### config.mk
export PLATFORM = sky130hd
export DESIGN_NAME = go_back_n_sender_fsm_flat
export DESIGN_NICKNAME = d
export VERILOG_FILES = /design/src/rtl/gbn_pkg.sv /design/src/rtl/gbn_rx_if.sv /design/src/rtl/gbn_tx_if.sv /design/src/rtl/gbn_cfg_if.sv /design/src/rtl/gbn_front.sv /design/src/rtl/gbn_cmd_fifo.sv /design/src/rtl/gbn_back.sv /design/src/rtl/go_back_n_sender_fsm.sv /design/src/flat_wrapper.sv
export SDC_FILE = /design/constraint.sdc
export NUM_CORES = 2
export LEC_CHECK = 0
export ABC_CLOCK_PERIOD_IN_PS = 11700
export CORE_AREA = 5 5 298 358
export CTS_CLUSTER_DIAMETER = 80
export DETAILED_ROUTE_END_ITERATION = 8
export DIE_AREA = 0 0 303 363
export DONT_BUFFER_PORTS = 1
export PLACE_DENSITY = 0.62
export SYNTH_ARGS = -nofsm -noshare
export SYNTH_HDL_FRONTEND = slang
export SYNTH_HIERARCHICAL = 1
export SYNTH_SLANG_ARGS = --single-unit
### constraint.sdc
create_clock -name clk -period 11.7 [get_ports clk]
set_input_delay 2.34 -clock clk [delete_from_list [all_inputs] [get_ports clk]]
set_output_delay 2.34 -clock clk [all_outputs]
set_load 0.02 [all_outputs]
### src/rtl/gbn_pkg.sv
// shared types and constants of the go-back-n sender
package gbn_pkg;

    localparam int SEQ_W           = 32;
    localparam int MLEN_W          = 16;
    localparam int LEN_W           = 11;
    localparam int CFG_ADDR_W      = 1;
    localparam int MAX_SEGMENT     = 4;
    localparam int WINDOW_SEGMENTS = 4;
    localparam int WINDOW_BYTES    = WINDOW_SEGMENTS * MAX_SEGMENT;
    localparam int SEG_CNT_W       = $clog2(WINDOW_SEGMENTS + 1);
    localparam int CMD_DEPTH       = 2;

    // configuration register indexes
    localparam logic [CFG_ADDR_W-1:0] REG_INIT_SEQ = CFG_ADDR_W'(0);
    localparam logic [CFG_ADDR_W-1:0] REG_MSG_LEN  = CFG_ADDR_W'(1);

    // reset value of the message length
    localparam logic [MLEN_W-1:0] MSG_LEN_RESET = MLEN_W'(12);

    typedef enum logic [1:0] {
        LINK_WAIT   = 2'd0,
        LINK_EST    = 2'd1,
        LINK_FIN    = 2'd2,
        LINK_CLOSED = 2'd3
    } link_t;

    typedef enum logic [1:0] {
        PKT_ACK  = 2'd0,
        PKT_DATA = 2'd1,
        PKT_FIN  = 2'd2
    } pkt_type_t;

    // work handed from the classifier to the emitter
    typedef enum logic [1:0] {
        OP_STATUS  = 2'd0,
        OP_SINGLE  = 2'd1,
        OP_ACK_WIN = 2'd2,
        OP_WIN     = 2'd3
    } op_t;

    typedef struct packed {
        op_t              op;
        pkt_type_t        ptype;
        logic [SEQ_W-1:0] seq;
        logic [SEQ_W-1:0] ack;
        link_t            link;
        logic             seq_wr;
        logic [SEQ_W-1:0] seq_val;
        logic [SEQ_W-1:0] limit;
    } cmd_t;

    // configuration as seen by the emitter
    typedef struct packed {
        logic [SEQ_W-1:0]  init_p1;
        logic [MLEN_W-1:0] msg_len;
        logic              seq_load;
        logic [SEQ_W-1:0]  seq_load_val;
    } cfg_view_t;

    // emitter status back to the classifier
    typedef struct packed {
        logic             idle;
        logic [SEQ_W-1:0] next_seq;
    } bk_stat_t;

    typedef struct packed {
        logic              sent;
        pkt_type_t         ptype;
        logic [SEQ_W-1:0]  seq;
        logic [SEQ_W-1:0]  ack;
        logic [MLEN_W-1:0] offset;
        logic [LEN_W-1:0]  length;
        link_t             link;
        logic              last;
    } result_t;

endpackage

### src/rtl/gbn_rx_if.sv
// received packet and timeout channel
interface gbn_rx_if;
    logic                      valid;
    logic                      ready;
    logic                      kind;
    logic                      syn_flag;
    logic                      ack_flag;
    logic [gbn_pkg::SEQ_W-1:0] peer_sequence;
    logic [gbn_pkg::SEQ_W-1:0] ack_number;

    modport source (
        output valid, kind, syn_flag, ack_flag, peer_sequence, ack_number,
        input  ready
    );
    modport sink (
        input  valid, kind, syn_flag, ack_flag, peer_sequence, ack_number,
        output ready
    );
endinterface

### src/rtl/gbn_tx_if.sv
// result channel
interface gbn_tx_if;
    logic                       valid;
    logic                       ready;
    logic                       sent;
    logic [1:0]                 packet_type;
    logic [gbn_pkg::SEQ_W-1:0]  out_sequence;
    logic [gbn_pkg::SEQ_W-1:0]  out_ack;
    logic [gbn_pkg::MLEN_W-1:0] payload_offset;
    logic [gbn_pkg::LEN_W-1:0]  payload_length;
    logic [1:0]                 link_state;
    logic                       last;

    modport source (
        output valid, sent, packet_type, out_sequence, out_ack, payload_offset,
               payload_length, link_state, last,
        input  ready
    );
    modport sink (
        input  valid, sent, packet_type, out_sequence, out_ack, payload_offset,
               payload_length, link_state, last,
        output ready
    );
endinterface

### src/rtl/gbn_cfg_if.sv
// configuration write channel
interface gbn_cfg_if;
    logic                           valid;
    logic                           ready;
    logic [gbn_pkg::CFG_ADDR_W-1:0] addr;
    logic [gbn_pkg::SEQ_W-1:0]      data;

    modport source (output valid, addr, data, input ready);
    modport sink (input valid, addr, data, output ready);
endinterface

### src/rtl/gbn_front.sv
// classifier: takes received packets and timeouts, keeps link state, issues commands
module gbn_front (
    input  logic                clk,
    input  logic                rst_n,
    gbn_rx_if.sink              rx,
    gbn_cfg_if.sink             cfg,
    input  gbn_pkg::bk_stat_t   bk_stat,
    input  logic                q_empty,
    output logic                push,
    output gbn_pkg::cmd_t       cmd,
    output gbn_pkg::cfg_view_t  cfg_view
);
    import gbn_pkg::*;

    logic [SEQ_W-1:0]  init_p1_reg;
    logic [SEQ_W-1:0]  end_p1_reg;
    logic [MLEN_W-1:0] msg_len_reg;
    logic [SEQ_W-1:0]  base_reg;
    logic [SEQ_W-1:0]  base_next;
    link_t             link_reg;
    link_t             link_next;
    logic              cfg_wr;
    logic              ack_valid;
    logic [SEQ_W-1:0]  nseq;

    assign nseq      = bk_stat.next_seq;
    assign cfg.ready = 1'b1;
    assign cfg_wr    = cfg.valid;

    // one beat at a time: the emitter must have drained all earlier work
    assign rx.ready = q_empty && bk_stat.idle;
    assign push     = rx.valid && rx.ready;

    assign ack_valid = rx.ack_flag && (rx.ack_number > base_reg)
                       && (rx.ack_number <= nseq);

    // classify the beat against the link state
    always_comb
    begin
        link_next   = link_reg;
        base_next   = base_reg;
        cmd.op      = OP_STATUS;
        cmd.ptype   = PKT_ACK;
        cmd.seq     = '0;
        cmd.ack     = '0;
        cmd.seq_wr  = 1'b0;
        cmd.seq_val = '0;
        cmd.limit   = base_reg + SEQ_W'(WINDOW_BYTES);
        if (rx.kind)
        begin
            unique case (link_reg)
                LINK_EST:
                begin
                    cmd.op      = OP_WIN;
                    cmd.seq_wr  = 1'b1;
                    cmd.seq_val = base_reg + SEQ_W'(1);
                end
                LINK_FIN:
                begin
                    cmd.op    = OP_SINGLE;
                    cmd.ptype = PKT_FIN;
                    cmd.seq   = nseq - SEQ_W'(1);
                end
                LINK_WAIT, LINK_CLOSED:
                begin
                    link_next = LINK_CLOSED;
                end
                default:
                begin
                    link_next = LINK_CLOSED;
                end
            endcase
        end
        else
        begin
            unique case (link_reg)
                LINK_WAIT:
                begin
                    if (rx.syn_flag && rx.ack_flag && (rx.ack_number == nseq))
                    begin
                        link_next = LINK_EST;
                        cmd.op    = OP_ACK_WIN;
                        cmd.ptype = PKT_ACK;
                        cmd.seq   = nseq;
                        cmd.ack   = rx.peer_sequence + SEQ_W'(1);
                    end
                end
                LINK_EST:
                begin
                    if (ack_valid)
                    begin
                        base_next = rx.ack_number - SEQ_W'(1);
                        if (rx.ack_number == end_p1_reg)
                        begin
                            link_next   = LINK_FIN;
                            cmd.op      = OP_SINGLE;
                            cmd.ptype   = PKT_FIN;
                            cmd.seq     = nseq;
                            cmd.seq_wr  = 1'b1;
                            cmd.seq_val = nseq + SEQ_W'(1);
                        end
                        else
                        begin
                            cmd.op    = OP_WIN;
                            cmd.limit = rx.ack_number + SEQ_W'(WINDOW_BYTES - 1);
                        end
                    end
                end
                LINK_FIN:
                begin
                    if (rx.ack_flag && (rx.ack_number == nseq))
                    begin
                        link_next = LINK_CLOSED;
                    end
                end
                LINK_CLOSED:
                begin
                    link_next = link_reg;
                end
                default:
                begin
                    link_next = link_reg;
                end
            endcase
        end
        cmd.link = link_next;
    end

    // configuration view for the emitter
    always_comb
    begin
        cfg_view.init_p1      = init_p1_reg;
        cfg_view.msg_len      = msg_len_reg;
        cfg_view.seq_load     = cfg_wr && (cfg.addr == REG_INIT_SEQ);
        cfg_view.seq_load_val = cfg.data + SEQ_W'(1);
    end

    // link state and configuration registers
    always_ff @(posedge clk or negedge rst_n)
    begin
        if (!rst_n)
        begin
            link_reg    <= LINK_WAIT;
            base_reg    <= '0;
            init_p1_reg <= SEQ_W'(1);
            msg_len_reg <= MSG_LEN_RESET;
            end_p1_reg  <= SEQ_W'(MSG_LEN_RESET) + SEQ_W'(1);
        end
        else
        begin
            if (cfg_wr && (cfg.addr == REG_INIT_SEQ))
            begin
                init_p1_reg <= cfg.data + SEQ_W'(1);
                base_reg    <= cfg.data;
                end_p1_reg  <= cfg.data + SEQ_W'(msg_len_reg) + SEQ_W'(1);
            end
            else if (cfg_wr && (cfg.addr == REG_MSG_LEN))
            begin
                msg_len_reg <= cfg.data[MLEN_W-1:0];
                end_p1_reg  <= init_p1_reg + SEQ_W'(cfg.data[MLEN_W-1:0]);
            end
            else if (push)
            begin
                link_reg <= link_next;
                base_reg <= base_next;
            end
        end
    end

endmodule

### src/rtl/gbn_cmd_fifo.sv
// short command queue between classifier and emitter
module gbn_cmd_fifo (
    input  logic          clk,
    input  logic          rst_n,
    input  logic          push,
    input  gbn_pkg::cmd_t push_cmd,
    input  logic          pop,
    output logic          empty,
    output gbn_pkg::cmd_t head
);
    import gbn_pkg::*;

    localparam int PTR_W = (CMD_DEPTH > 1) ? $clog2(CMD_DEPTH) : 1;
    localparam int CNT_W = $clog2(CMD_DEPTH + 1);

    cmd_t             entry_reg [CMD_DEPTH];
    logic [PTR_W-1:0] wr_ptr_reg;
    logic [PTR_W-1:0] rd_ptr_reg;
    logic [CNT_W-1:0] count_reg;
    logic             do_push;
    logic             do_pop;

    assign empty   = (count_reg == '0);
    assign do_push = push && (count_reg != CNT_W'(CMD_DEPTH));
    assign do_pop  = pop && !empty;
    assign head    = entry_reg[rd_ptr_reg];

    // entry storage
    always_ff @(posedge clk)
    begin
        if (do_push)
        begin
            entry_reg[wr_ptr_reg] <= push_cmd;
        end
    end

    // pointers and fill count
    always_ff @(posedge clk or negedge rst_n)
    begin
        if (!rst_n)
        begin
            wr_ptr_reg <= '0;
            rd_ptr_reg <= '0;
            count_reg  <= '0;
        end
        else
        begin
            if (do_push)
            begin
                wr_ptr_reg <= (wr_ptr_reg == PTR_W'(CMD_DEPTH - 1)) ? '0
                              : wr_ptr_reg + PTR_W'(1);
            end
            if (do_pop)
            begin
                rd_ptr_reg <= (rd_ptr_reg == PTR_W'(CMD_DEPTH - 1)) ? '0
                              : rd_ptr_reg + PTR_W'(1);
            end
            if (do_push && !do_pop)
            begin
                count_reg <= count_reg + CNT_W'(1);
            end
            else if (do_pop && !do_push)
            begin
                count_reg <= count_reg - CNT_W'(1);
            end
        end
    end

endmodule

### src/rtl/gbn_back.sv
// emitter: turns commands into result beats, one segment a cycle while tx is ready
module gbn_back (
    input  logic               clk,
    input  logic               rst_n,
    input  logic               q_empty,
    input  gbn_pkg::cmd_t      q_head,
    output logic               pop,
    input  gbn_pkg::cfg_view_t cfg_view,
    output gbn_pkg::bk_stat_t  bk_stat,
    gbn_tx_if.source           tx
);
    import gbn_pkg::*;

    typedef enum logic {
        B_IDLE,
        B_SEG
    } bstate_t;

    bstate_t            state_reg;
    logic [SEQ_W-1:0]   nseq_reg;
    logic [SEQ_W-1:0]   limit_reg;
    link_t              link_reg;
    logic [SEG_CNT_W-1:0] segs_reg;
    result_t            hold_reg;
    logic               hold_valid_reg;
    result_t            out_reg;
    logic               out_valid_reg;

    logic               out_free;
    logic               out_load;
    logic [SEQ_W-1:0]   off;
    logic [MLEN_W-1:0]  rem;
    logic [LEN_W-1:0]   seg_len;
    logic               seg_ok;
    result_t            seg_res;
    result_t            status_res;
    result_t            single_res;
    result_t            ack_res;
    result_t            hold_last;

    assign out_free = !out_valid_reg || tx.ready;
    assign pop      = (state_reg == B_IDLE) && !q_empty && out_free;

    assign bk_stat.idle     = (state_reg == B_IDLE);
    assign bk_stat.next_seq = nseq_reg;

    // next segment of the window
    assign off     = nseq_reg - cfg_view.init_p1;
    assign rem     = cfg_view.msg_len - off[MLEN_W-1:0];
    assign seg_len = (rem > MLEN_W'(MAX_SEGMENT)) ? LEN_W'(MAX_SEGMENT) : rem[LEN_W-1:0];
    assign seg_ok  = (segs_reg != SEG_CNT_W'(WINDOW_SEGMENTS))
                     && (off < SEQ_W'(cfg_view.msg_len))
                     && (nseq_reg < limit_reg);

    // output register takes a new beat this cycle
    assign out_load = (pop && ((q_head.op == OP_STATUS) || (q_head.op == OP_SINGLE)))
                      || ((state_reg == B_SEG) && out_free && (!seg_ok || hold_valid_reg));

    always_comb
    begin
        seg_res        = '0;
        seg_res.sent   = 1'b1;
        seg_res.ptype  = PKT_DATA;
        seg_res.seq    = nseq_reg;
        seg_res.offset = off[MLEN_W-1:0];
        seg_res.length = seg_len;
        seg_res.link   = link_reg;

        status_res      = '0;
        status_res.link = link_reg;
        status_res.last = 1'b1;

        single_res       = '0;
        single_res.sent  = (q_head.op == OP_SINGLE);
        single_res.ptype = q_head.ptype;
        single_res.seq   = q_head.seq;
        single_res.link  = q_head.link;
        single_res.last  = 1'b1;

        ack_res       = '0;
        ack_res.sent  = 1'b1;
        ack_res.ptype = PKT_ACK;
        ack_res.seq   = q_head.seq;
        ack_res.ack   = q_head.ack;
        ack_res.link  = q_head.link;

        hold_last      = hold_reg;
        hold_last.last = 1'b1;
    end

    // sequencer, hold stage and output register
    always_ff @(posedge clk or negedge rst_n)
    begin
        if (!rst_n)
        begin
            state_reg      <= B_IDLE;
            nseq_reg       <= SEQ_W'(1);
            limit_reg      <= '0;
            link_reg       <= LINK_WAIT;
            segs_reg       <= '0;
            hold_reg       <= '0;
            hold_valid_reg <= 1'b0;
            out_reg        <= '0;
            out_valid_reg  <= 1'b0;
        end
        else
        begin
            if (out_valid_reg && tx.ready && !out_load)
            begin
                out_valid_reg <= 1'b0;
            end
            if (cfg_view.seq_load)
            begin
                nseq_reg <= cfg_view.seq_load_val;
            end
            unique case (state_reg)
                B_IDLE:
                begin
                    if (pop)
                    begin
                        link_reg  <= q_head.link;
                        limit_reg <= q_head.limit;
                        segs_reg  <= '0;
                        if (q_head.seq_wr)
                        begin
                            nseq_reg <= q_head.seq_val;
                        end
                        unique case (q_head.op)
                            OP_STATUS, OP_SINGLE:
                            begin
                                out_reg       <= single_res;
                                out_valid_reg <= 1'b1;
                            end
                            OP_ACK_WIN:
                            begin
                                hold_reg       <= ack_res;
                                hold_valid_reg <= 1'b1;
                                state_reg      <= B_SEG;
                            end
                            OP_WIN:
                            begin
                                state_reg <= B_SEG;
                            end
                            default:
                            begin
                                state_reg <= B_IDLE;
                            end
                        endcase
                    end
                end
                B_SEG:
                begin
                    if (out_free)
                    begin
                        if (seg_ok)
                        begin
                            // earlier beat leaves, new segment waits for its last flag
                            if (hold_valid_reg)
                            begin
                                out_reg       <= hold_reg;
                                out_valid_reg <= 1'b1;
                            end
                            hold_reg       <= seg_res;
                            hold_valid_reg <= 1'b1;
                            nseq_reg       <= nseq_reg + SEQ_W'(seg_len);
                            segs_reg       <= segs_reg + SEG_CNT_W'(1);
                        end
                        else
                        begin
                            // window closed: flush the held beat as the final one
                            if (hold_valid_reg)
                            begin
                                out_reg <= hold_last;
                            end
                            else
                            begin
                                out_reg <= status_res;
                            end
                            out_valid_reg  <= 1'b1;
                            hold_valid_reg <= 1'b0;
                            state_reg      <= B_IDLE;
                        end
                    end
                end
                default:
                begin
                    state_reg <= B_IDLE;
                end
            endcase
        end
    end

    // result channel
    assign tx.valid          = out_valid_reg;
    assign tx.sent           = out_reg.sent;
    assign tx.packet_type    = out_reg.ptype;
    assign tx.out_sequence   = out_reg.seq;
    assign tx.out_ack        = out_reg.ack;
    assign tx.payload_offset = out_reg.offset;
    assign tx.payload_length = out_reg.length;
    assign tx.link_state     = out_reg.link;
    assign tx.last           = out_reg.last;

endmodule

### src/rtl/go_back_n_sender_fsm.sv
// top level of the go-back-n sender with handshake
//
//  channel  dir  handshake     beat
//  rx       in   valid/ready   kind, syn_flag, ack_flag, peer_sequence, ack_number
//  tx       out  valid/ready   sent, packet_type, out_sequence, out_ack,
//                              payload_offset, payload_length, link_state, last
//  cfg      in   valid/ready   addr (0 initial_sequence, 1 message_length), data
//
//  An rx beat is classified in the cycle it is taken and the emitter picks it up
//  from the command queue. A beat with no window gives its one tx beat at once;
//  a window beat gives one segment a cycle while tx is ready, and a final flush.
//  The next rx beat is taken once the emitter has drained the previous one, which
//  may leave its final beat still waiting in the tx register.
//  rst_n clears the link to awaiting SYN-ACK with initial sequence 0 and length 12.
//  cfg is always ready; tx stalls hold the emitter, and rx waits behind it.
module go_back_n_sender_fsm (
    input  logic clk,
    input  logic rst_n,
    gbn_rx_if.sink   rx,
    gbn_tx_if.source tx,
    gbn_cfg_if.sink  cfg
);
    import gbn_pkg::*;

    logic      push;
    logic      pop;
    logic      q_empty;
    cmd_t      cmd;
    cmd_t      q_head;
    cfg_view_t cfg_view;
    bk_stat_t  bk_stat;

    // classifier
    gbn_front u_front (
        .clk      (clk),
        .rst_n    (rst_n),
        .rx       (rx),
        .cfg      (cfg),
        .bk_stat  (bk_stat),
        .q_empty  (q_empty),
        .push     (push),
        .cmd      (cmd),
        .cfg_view (cfg_view)
    );

    // command queue
    gbn_cmd_fifo u_fifo (
        .clk      (clk),
        .rst_n    (rst_n),
        .push     (push),
        .push_cmd (cmd),
        .pop      (pop),
        .empty    (q_empty),
        .head     (q_head)
    );

    // emitter
    gbn_back u_back (
        .clk      (clk),
        .rst_n    (rst_n),
        .q_empty  (q_empty),
        .q_head   (q_head),
        .pop      (pop),
        .cfg_view (cfg_view),
        .bk_stat  (bk_stat),
        .tx       (tx)
    );

endmodule

### src/flat_wrapper.sv
// flat-port wrapper written by rule: the top's interface ports become plain ports
module go_back_n_sender_fsm_flat import gbn_pkg::*;
  (clk, rst_n, rx_valid, rx_kind, rx_syn_flag, rx_ack_flag, rx_peer_sequence, rx_ack_number, rx_ready, tx_valid, tx_sent, tx_packet_type, tx_out_sequence, tx_out_ack, tx_payload_offset, tx_payload_length, tx_link_state, tx_last, tx_ready, cfg_valid, cfg_addr, cfg_data, cfg_ready);
  gbn_rx_if rx_i ();
  gbn_tx_if tx_i ();
  gbn_cfg_if cfg_i ();
  input  logic clk;
  input  logic rst_n;
  input wire logic [$bits(rx_i.valid)-1:0] rx_valid;
  input wire logic [$bits(rx_i.kind)-1:0] rx_kind;
  input wire logic [$bits(rx_i.syn_flag)-1:0] rx_syn_flag;
  input wire logic [$bits(rx_i.ack_flag)-1:0] rx_ack_flag;
  input wire logic [$bits(rx_i.peer_sequence)-1:0] rx_peer_sequence;
  input wire logic [$bits(rx_i.ack_number)-1:0] rx_ack_number;
  output wire logic [$bits(rx_i.ready)-1:0] rx_ready;
  output wire logic [$bits(tx_i.valid)-1:0] tx_valid;
  output wire logic [$bits(tx_i.sent)-1:0] tx_sent;
  output wire logic [$bits(tx_i.packet_type)-1:0] tx_packet_type;
  output wire logic [$bits(tx_i.out_sequence)-1:0] tx_out_sequence;
  output wire logic [$bits(tx_i.out_ack)-1:0] tx_out_ack;
  output wire logic [$bits(tx_i.payload_offset)-1:0] tx_payload_offset;
  output wire logic [$bits(tx_i.payload_length)-1:0] tx_payload_length;
  output wire logic [$bits(tx_i.link_state)-1:0] tx_link_state;
  output wire logic [$bits(tx_i.last)-1:0] tx_last;
  input wire logic [$bits(tx_i.ready)-1:0] tx_ready;
  input wire logic [$bits(cfg_i.valid)-1:0] cfg_valid;
  input wire logic [$bits(cfg_i.addr)-1:0] cfg_addr;
  input wire logic [$bits(cfg_i.data)-1:0] cfg_data;
  output wire logic [$bits(cfg_i.ready)-1:0] cfg_ready;
  assign rx_i.valid = rx_valid;
  assign rx_i.kind = rx_kind;
  assign rx_i.syn_flag = rx_syn_flag;
  assign rx_i.ack_flag = rx_ack_flag;
  assign rx_i.peer_sequence = rx_peer_sequence;
  assign rx_i.ack_number = rx_ack_number;
  assign rx_ready = rx_i.ready;
  assign tx_valid = tx_i.valid;
  assign tx_sent = tx_i.sent;
  assign tx_packet_type = tx_i.packet_type;
  assign tx_out_sequence = tx_i.out_sequence;
  assign tx_out_ack = tx_i.out_ack;
  assign tx_payload_offset = tx_i.payload_offset;
  assign tx_payload_length = tx_i.payload_length;
  assign tx_link_state = tx_i.link_state;
  assign tx_last = tx_i.last;
  assign tx_i.ready = tx_ready;
  assign cfg_i.valid = cfg_valid;
  assign cfg_i.addr = cfg_addr;
  assign cfg_i.data = cfg_data;
  assign cfg_ready = cfg_i.ready;
  go_back_n_sender_fsm u_core (.clk(clk), .rst_n(rst_n), .rx(rx_i), .tx(tx_i), .cfg(cfg_i));
endmodule
* Yosys cells after proc, flatten, opt, wreduce, memory -nomap -nowiden
Memory sizes are Yosys's and may differ from the RTL's. Cells that the tools add are included.
Storage, ports and cells: memories 1, RAM bits 270, input port bits 105, output and inout port bits 100, bits in registers 384
Operators by class: equal/unequal tests 18, bitwise operators 4, mux-type cells 77, magnitude comparators 5, reductions and logical operators 51, add/subtract/negate cells 19
Memory list:
- u_core.u_fifo.entry_reg | words 2, width 135, rd ports 1, clocked after Yosys merged registers in 0, wr ports 1, RTL line gbn_cmd_fifo.sv:16 | cmd_t entry_reg [CMD_DEPTH];
Operators by type and width (count):
- two-way mux 97 bit | 10
- two-way mux 32 bit | 17
- case mux 97 bit (2 select lines) | 2
- adder 32 x 1 -> 32 bit, second input constant | 5
- two-way mux 65 bit | 2
- two-way mux 33 bit | 3
- two-way mux 36 bit | 2
- case mux 36 bit (2 select lines) | 1
- two-way mux 34 bit | 2
- two-way mux 68 bit | 1
- adder 32 x 16 -> 32 bit | 2
- == test 32 bit | 2
- case mux 32 bit (2 select lines) | 1
- subtractor 32 x 1 -> 32 bit, second input constant | 2
- adder 32 x 11 -> 32 bit | 1
- adder 32 x 4 -> 32 bit, second input constant | 1
- adder 32 x 5 -> 32 bit, second input constant | 1
- greater-than comparator 32 bit | 1
- <= comparator 32 bit | 1
- < comparator 32 x 16 -> 1 bit | 1
- < comparator 32 bit | 1
- subtractor 32 bit | 1
- logical AND 1 bit | 22
- two-way mux 2 bit | 9
- other kinds (28) | 83

* Logic depth before layout (Yosys ltp)
word-level depth 15, mapped depth 35

* Modules after synthesis
Netlist, hierarchy kept.
By module, submodules not included:
- gbn_back | area an instance 16492.1 sq um, cells an instance 1794, sequential area each 6607.6 sq um, times used 1
- gbn_front | area an instance 14152.3 sq um, cells an instance 1869, sequential area each 2860.2 sq um, times used 1
- gbn_cmd_fifo | area an instance 10083.4 sq um, cells an instance 439, sequential area each 8207.9 sq um, times used 1

* Worst setup path before layout
No wires, ideal clock.
path kind input port to flip-flop, start point input port rx_valid, end point memory u_core/u_fifo/entry_reg[0][0] in the netlist's numbering (enable), buffers on the path 0, stages on the path 3, arrival time 8.331 ns, setup slack 2.737 ns, cells stage by stage and3_1 o21ai_0 nor2_1
On the way: cells in the longest elaborated chain, start to end 4
RTL lines:
- from (decl) | RTL line flat_wrapper.sv:9 | input wire logic [$bits(rx_i.valid)-1:0] rx_valid;
- logical AND 1 bit | RTL line gbn_front.sv:32 | assign push = rx.valid && rx.ready;
- logical AND 1 bit | RTL line gbn_cmd_fifo.sv:24 | assign do_push = push && (count_reg != CNT_W'(CMD_DEPTH));
- two-way mux 1 bit | RTL line gbn_cmd_fifo.sv:31 | if (do_push)
- two-way mux 1 bit (implied by the code) | RTL line gbn_cmd_fifo.sv:33 | entry_reg[wr_ptr_reg] <= push_cmd;
- to (decl) | RTL line gbn_cmd_fifo.sv:16
No other way between the ends.

* Worst setup path after layout
start point register u_core.u_back.nseq_reg[0], end point register u_core.u_back.nseq_reg[26]
On the way: cells in the longest elaborated chain, start to end 8, elaborated cells between the ends (all ways) 12
RTL lines:
- from (decl) | RTL line gbn_back.sv:20 | logic [SEQ_W-1:0] nseq_reg;
- from (signal assigned) | RTL line gbn_back.sv:114 | nseq_reg <= cfg_view.seq_load_val;
- from (signal assigned) | RTL line gbn_back.sv:126 | nseq_reg <= q_head.seq_val;
- from (signal assigned) | RTL line gbn_back.sv:165 | nseq_reg <= nseq_reg + SEQ_W'(seg_len);
- subtractor 32 bit | RTL line gbn_back.sv:48 | assign off = nseq_reg - cfg_view.init_p1;
- subtractor 16 bit | RTL line gbn_back.sv:49 | assign rem = cfg_view.msg_len - off[MLEN_W-1:0];
- greater-than comparator 16 x 3 -> 1 bit | RTL line gbn_back.sv:50 | assign seg_len = (rem > MLEN_W'(MAX_SEGMENT)) ? LEN_W'(MAX_SEGMENT) : rem[LEN_W-1:0];
- two-way mux 11 bit | RTL line gbn_back.sv:50
- adder 32 x 11 -> 32 bit | RTL line gbn_back.sv:165
- two-way mux 32 bit * | RTL line gbn_back.sv:155 | if (seg_ok)
- two-way mux 32 bit * | RTL line gbn_back.sv:153 | if (out_free)
- case mux 32 bit (2 select lines) * | RTL line gbn_back.sv:116 | unique case (state_reg)
Mark *: on every way between the ends. The rest lies on a longest branch, timed or not. A chain may end at the register's enable or synchronous reset.

==> out/metrics.csv <==
metric,value,unit
area_delta_synth_final,9.11,%
power_density,250,nW/µm²
final_cells,5454,
setup_viol,0,
largest_reg_flops,270,
period_share,0.676,
core_area,103000,µm²
via_count,32100,
antenna_found_initial,2,
maxCapViolCount,0,
synth_area,40700,µm²
report.final.slew_viol_count,0,
r2r-start,u_core/u_back/nseq_reg[0],
grt_max_degree,383,
rows,129,
drtAntennaViolNets,0,
clkTransAtPathRegs,0.06,ns
grt_first_pass_wirelength,203,mm
p_int,6.34,mW
required,12.24,ns
slowest_delay,0.76,ns
period_minus_slack,7.90,ns
slew_headroom,0.186,
fin_nets,4343,
place_inst,5315,
clockRootBuffer,clkbuf_16,
r2r_end,u_core/u_back/nseq_reg[26],
outcome,"complete, no violations",
die_w,303,µm
max-clock-path-buffers,3,
cts_resized,0,
layout-drive-gt1-share,0.101,
critPathMaxFanout,14,
end_kind,flop,
first_pass_iters,8,
finalClockSkew,0.0381,ns
ys_ff_latch,652,
yosysSeqAreaShare,0.434,
p_sw_frac,0.429,
clk_latency,0.67,ns
ys.flop_type,dfrtp_1,
power,11.1,mW
port_buffers,0,
place.gp.congestion,0.942,
fin_util,0.433,
fillers,9889,
ys_async_sr_fraction,0.586,
worstSetupPathType,flop to flop,
drt_iter0_drc,2998,
initial_utilization,0.397,
yosysWarningCount,6,
crit_end,u_core/u_back/nseq_reg[26],
worst_pin_slew,1.21,ns
startpoint,u_core/u_back/nseq_reg[0],
worstSetupStartpointType,flop,
hp-class,flop to flop,
reg2reg_slack,3.80,ns
whs_path_depth,1,
cts_setup_buffers,0,
post_drt_wl_per_cell,25.1,µm
ys_types,94,
vdd_drop_max,0.128,mV
rsz0062_at_grt,no,
final_hold_viol_count,0,
cts_tree,built,
htree_levels,3,
dieArea,110000,µm²
cp_common_cell,ha_1,
p_clk_frac,0.212,
place_ws,3.95,ns
cts-buffers-inserted,75,
num_antenna_cells,0,
fin_ws,3.80,ns
synth-edff-count,270,
drc,0,
ioPinCount,205,
hpwl,99.7,mm
syn_inst,4102,
p_comb_frac,0.465,
cp.arrival,8.44,ns
grt_usage,0.243,
routed_wl,137,mm
cp_slowest_cell,dfstp_2,
p_leak,17.9,nW
seq_power_share,0.323,
die_y,363,µm
syn_area_per_cell,9.93,µm²
cts_sinks,652,
gr-total-overflow,0,
viasPerCell,5.88,
switchingPower,4.76,mW
reg2regPathDepth,30,
fmax,0.127,GHz
setup-tns-final,0,ns
hold_buffers,0,
grt_pass1_vias,31000,
==> layout make-up <==
| class | instances | area, µm² | share of cell area |
|---|---|---|---|
| inverter | 215 | 810 | 0.0182 |
| sequential | 652 | 17700 | 0.398 |
| timing repair buffer | 52 | 390 | 0.00879 |
| tap | 1375 | 1720 | 0.0387 |
| multi-input combinational | 3021 | 21400 | 0.481 |
| clock buffer | 103 | 2100 | 0.0473 |
| clock inverter | 36 | 339 | 0.00763 |
==> worst max-delay path: cells and delay by family, from the launching register on <==
family                     cells  cell delay [ns]
AOI/OAI and AO/OA             12             2.48
buffers and inverters          1             0.10
and+or+nand+nor                9             2.38
muxes                          1             0.29
xor gates and xnor gates       2             0.39
DFF                            1             0.76
adders and majority gates      5             1.41
==> metrics by stage <==
stage | instance area [µm²] | hold slack, ns
after global routing | 44400 | 0.489
after global placement | 42000 | 0.451
after floorplan | 40800 | 0.436
final | 44400 | 0.470
after detailed placement | 42000 | 0.458
after CTS | 44400 | 0.475
==> per-layer routing <==
metal | up-vias | routed length, µm | GRT usage
met5 | - | 0 | 0
met4 | 0 | 8830 | 0.135
met3 | 283 | 10100 | 0.0431
met2 | 1298 | 61500 | 0.380
met1 | 15800 | 56200 | 0.319
li1 | 14700 | - | -
==> power groups by stage <==
stage	Sequential [mW]	Clock [mW]	Combinational, mW
after floorplan	3.41	0	3.76
after global placement	3.61	0	5.05
after detailed placement	3.63	0	5.08
after CTS	3.58	2.41	5.11
after global routing	3.64	2.50	5.65
final	3.58	2.36	5.16
==> cells in the mapped netlist (47+ instances only) <==
cell      number  area [µm²]
nand3_1      115         576
xor2_1       113         990
dfrtp_1      375        9380
edfxtp_1     270        8110
o22ai_1       53         332
nor2_1       254         953
mux2_2       126        1420
nor3_1        75         375
a21oi_1      185         926
mux2i_1      124        1240
a22o_1        96         841
inv_1        213         800
o22a_1        64         561
xnor2_1      223        1950
o21a_1        55         413
nand2_1      464        1740
clkbuf_1     161         604
o21ai_0      173         866
ha_1         216        2700
and3_1        47         294
nand4_1       65         407
==> cells in the final DEF, fill, tap and decap left out, types with 21 or more instances in the layout <==
master	Yosys	layout
ha_1	216	216
o22a_1	64	64
nor2b_1	23	22
nor4_1	22	21
and3_1	47	47
a21oi_1	185	185
mux2i_1	124	124
nand2b_1	29	27
nand2_1	464	461
dfrtp_1	375	373
a31oi_1	31	31
edfxtp_1	270	270
a22o_1	96	96
mux2_4	41	41
mux2_2	126	126
nand3_1	115	114
o21ai_0	173	172
nor2_1	254	248
nor3_1	75	74
a21o_1	41	40
buf_4	2	52
and2_1	37	36
a211oi_1	32	32
clkbuf_16	0	76
xnor2_1	223	223
a41oi_1	24	24
o21a_1	55	55
nand4_1	65	65
o221ai_1	32	31
xor2_1	113	113
o22ai_1	53	53
inv_1	213	211
==> logic make-up (layout without fill, tap and decap cells) <==
group | after synthesis | in the layout | synth area share
and+or+nand+nor | 1219 | 1219 | 0.143
adders and majority gates | 221 | 221 | 0.0688
muxes | 291 | 291 | 0.0804
DFF | 652 | 652 | 0.434
buffers and inverters | 436 | 406 | 0.0436
xor gates and xnor gates | 336 | 336 | 0.0723
other | 3 | 10 | 0.000276
AOI/OAI and AO/OA | 944 | 944 | 0.158
==> worst min-delay path by stage <==
stage | slack [ns] | end | from
after global placement | 0.45 | u_core/u_back/hold_last[96] | u_core/u_back/hold_last[96]
after global routing | 0.49 | u_core/u_back/hold_last[96] | u_core/u_back/hold_last[96]
after CTS | 0.47 | u_core/u_back/hold_last[96] | u_core/u_back/hold_last[96]
after floorplan | 0.44 | u_core/u_back/hold_last[96] | u_core/u_back/hold_last[96]
after detailed placement | 0.46 | u_core/u_back/hold_last[96] | u_core/u_back/hold_last[96]
final | 0.47 | u_core/u_back/hold_last[96] | u_core/u_back/hold_last[96]
(Power assumes the default switching activity.)
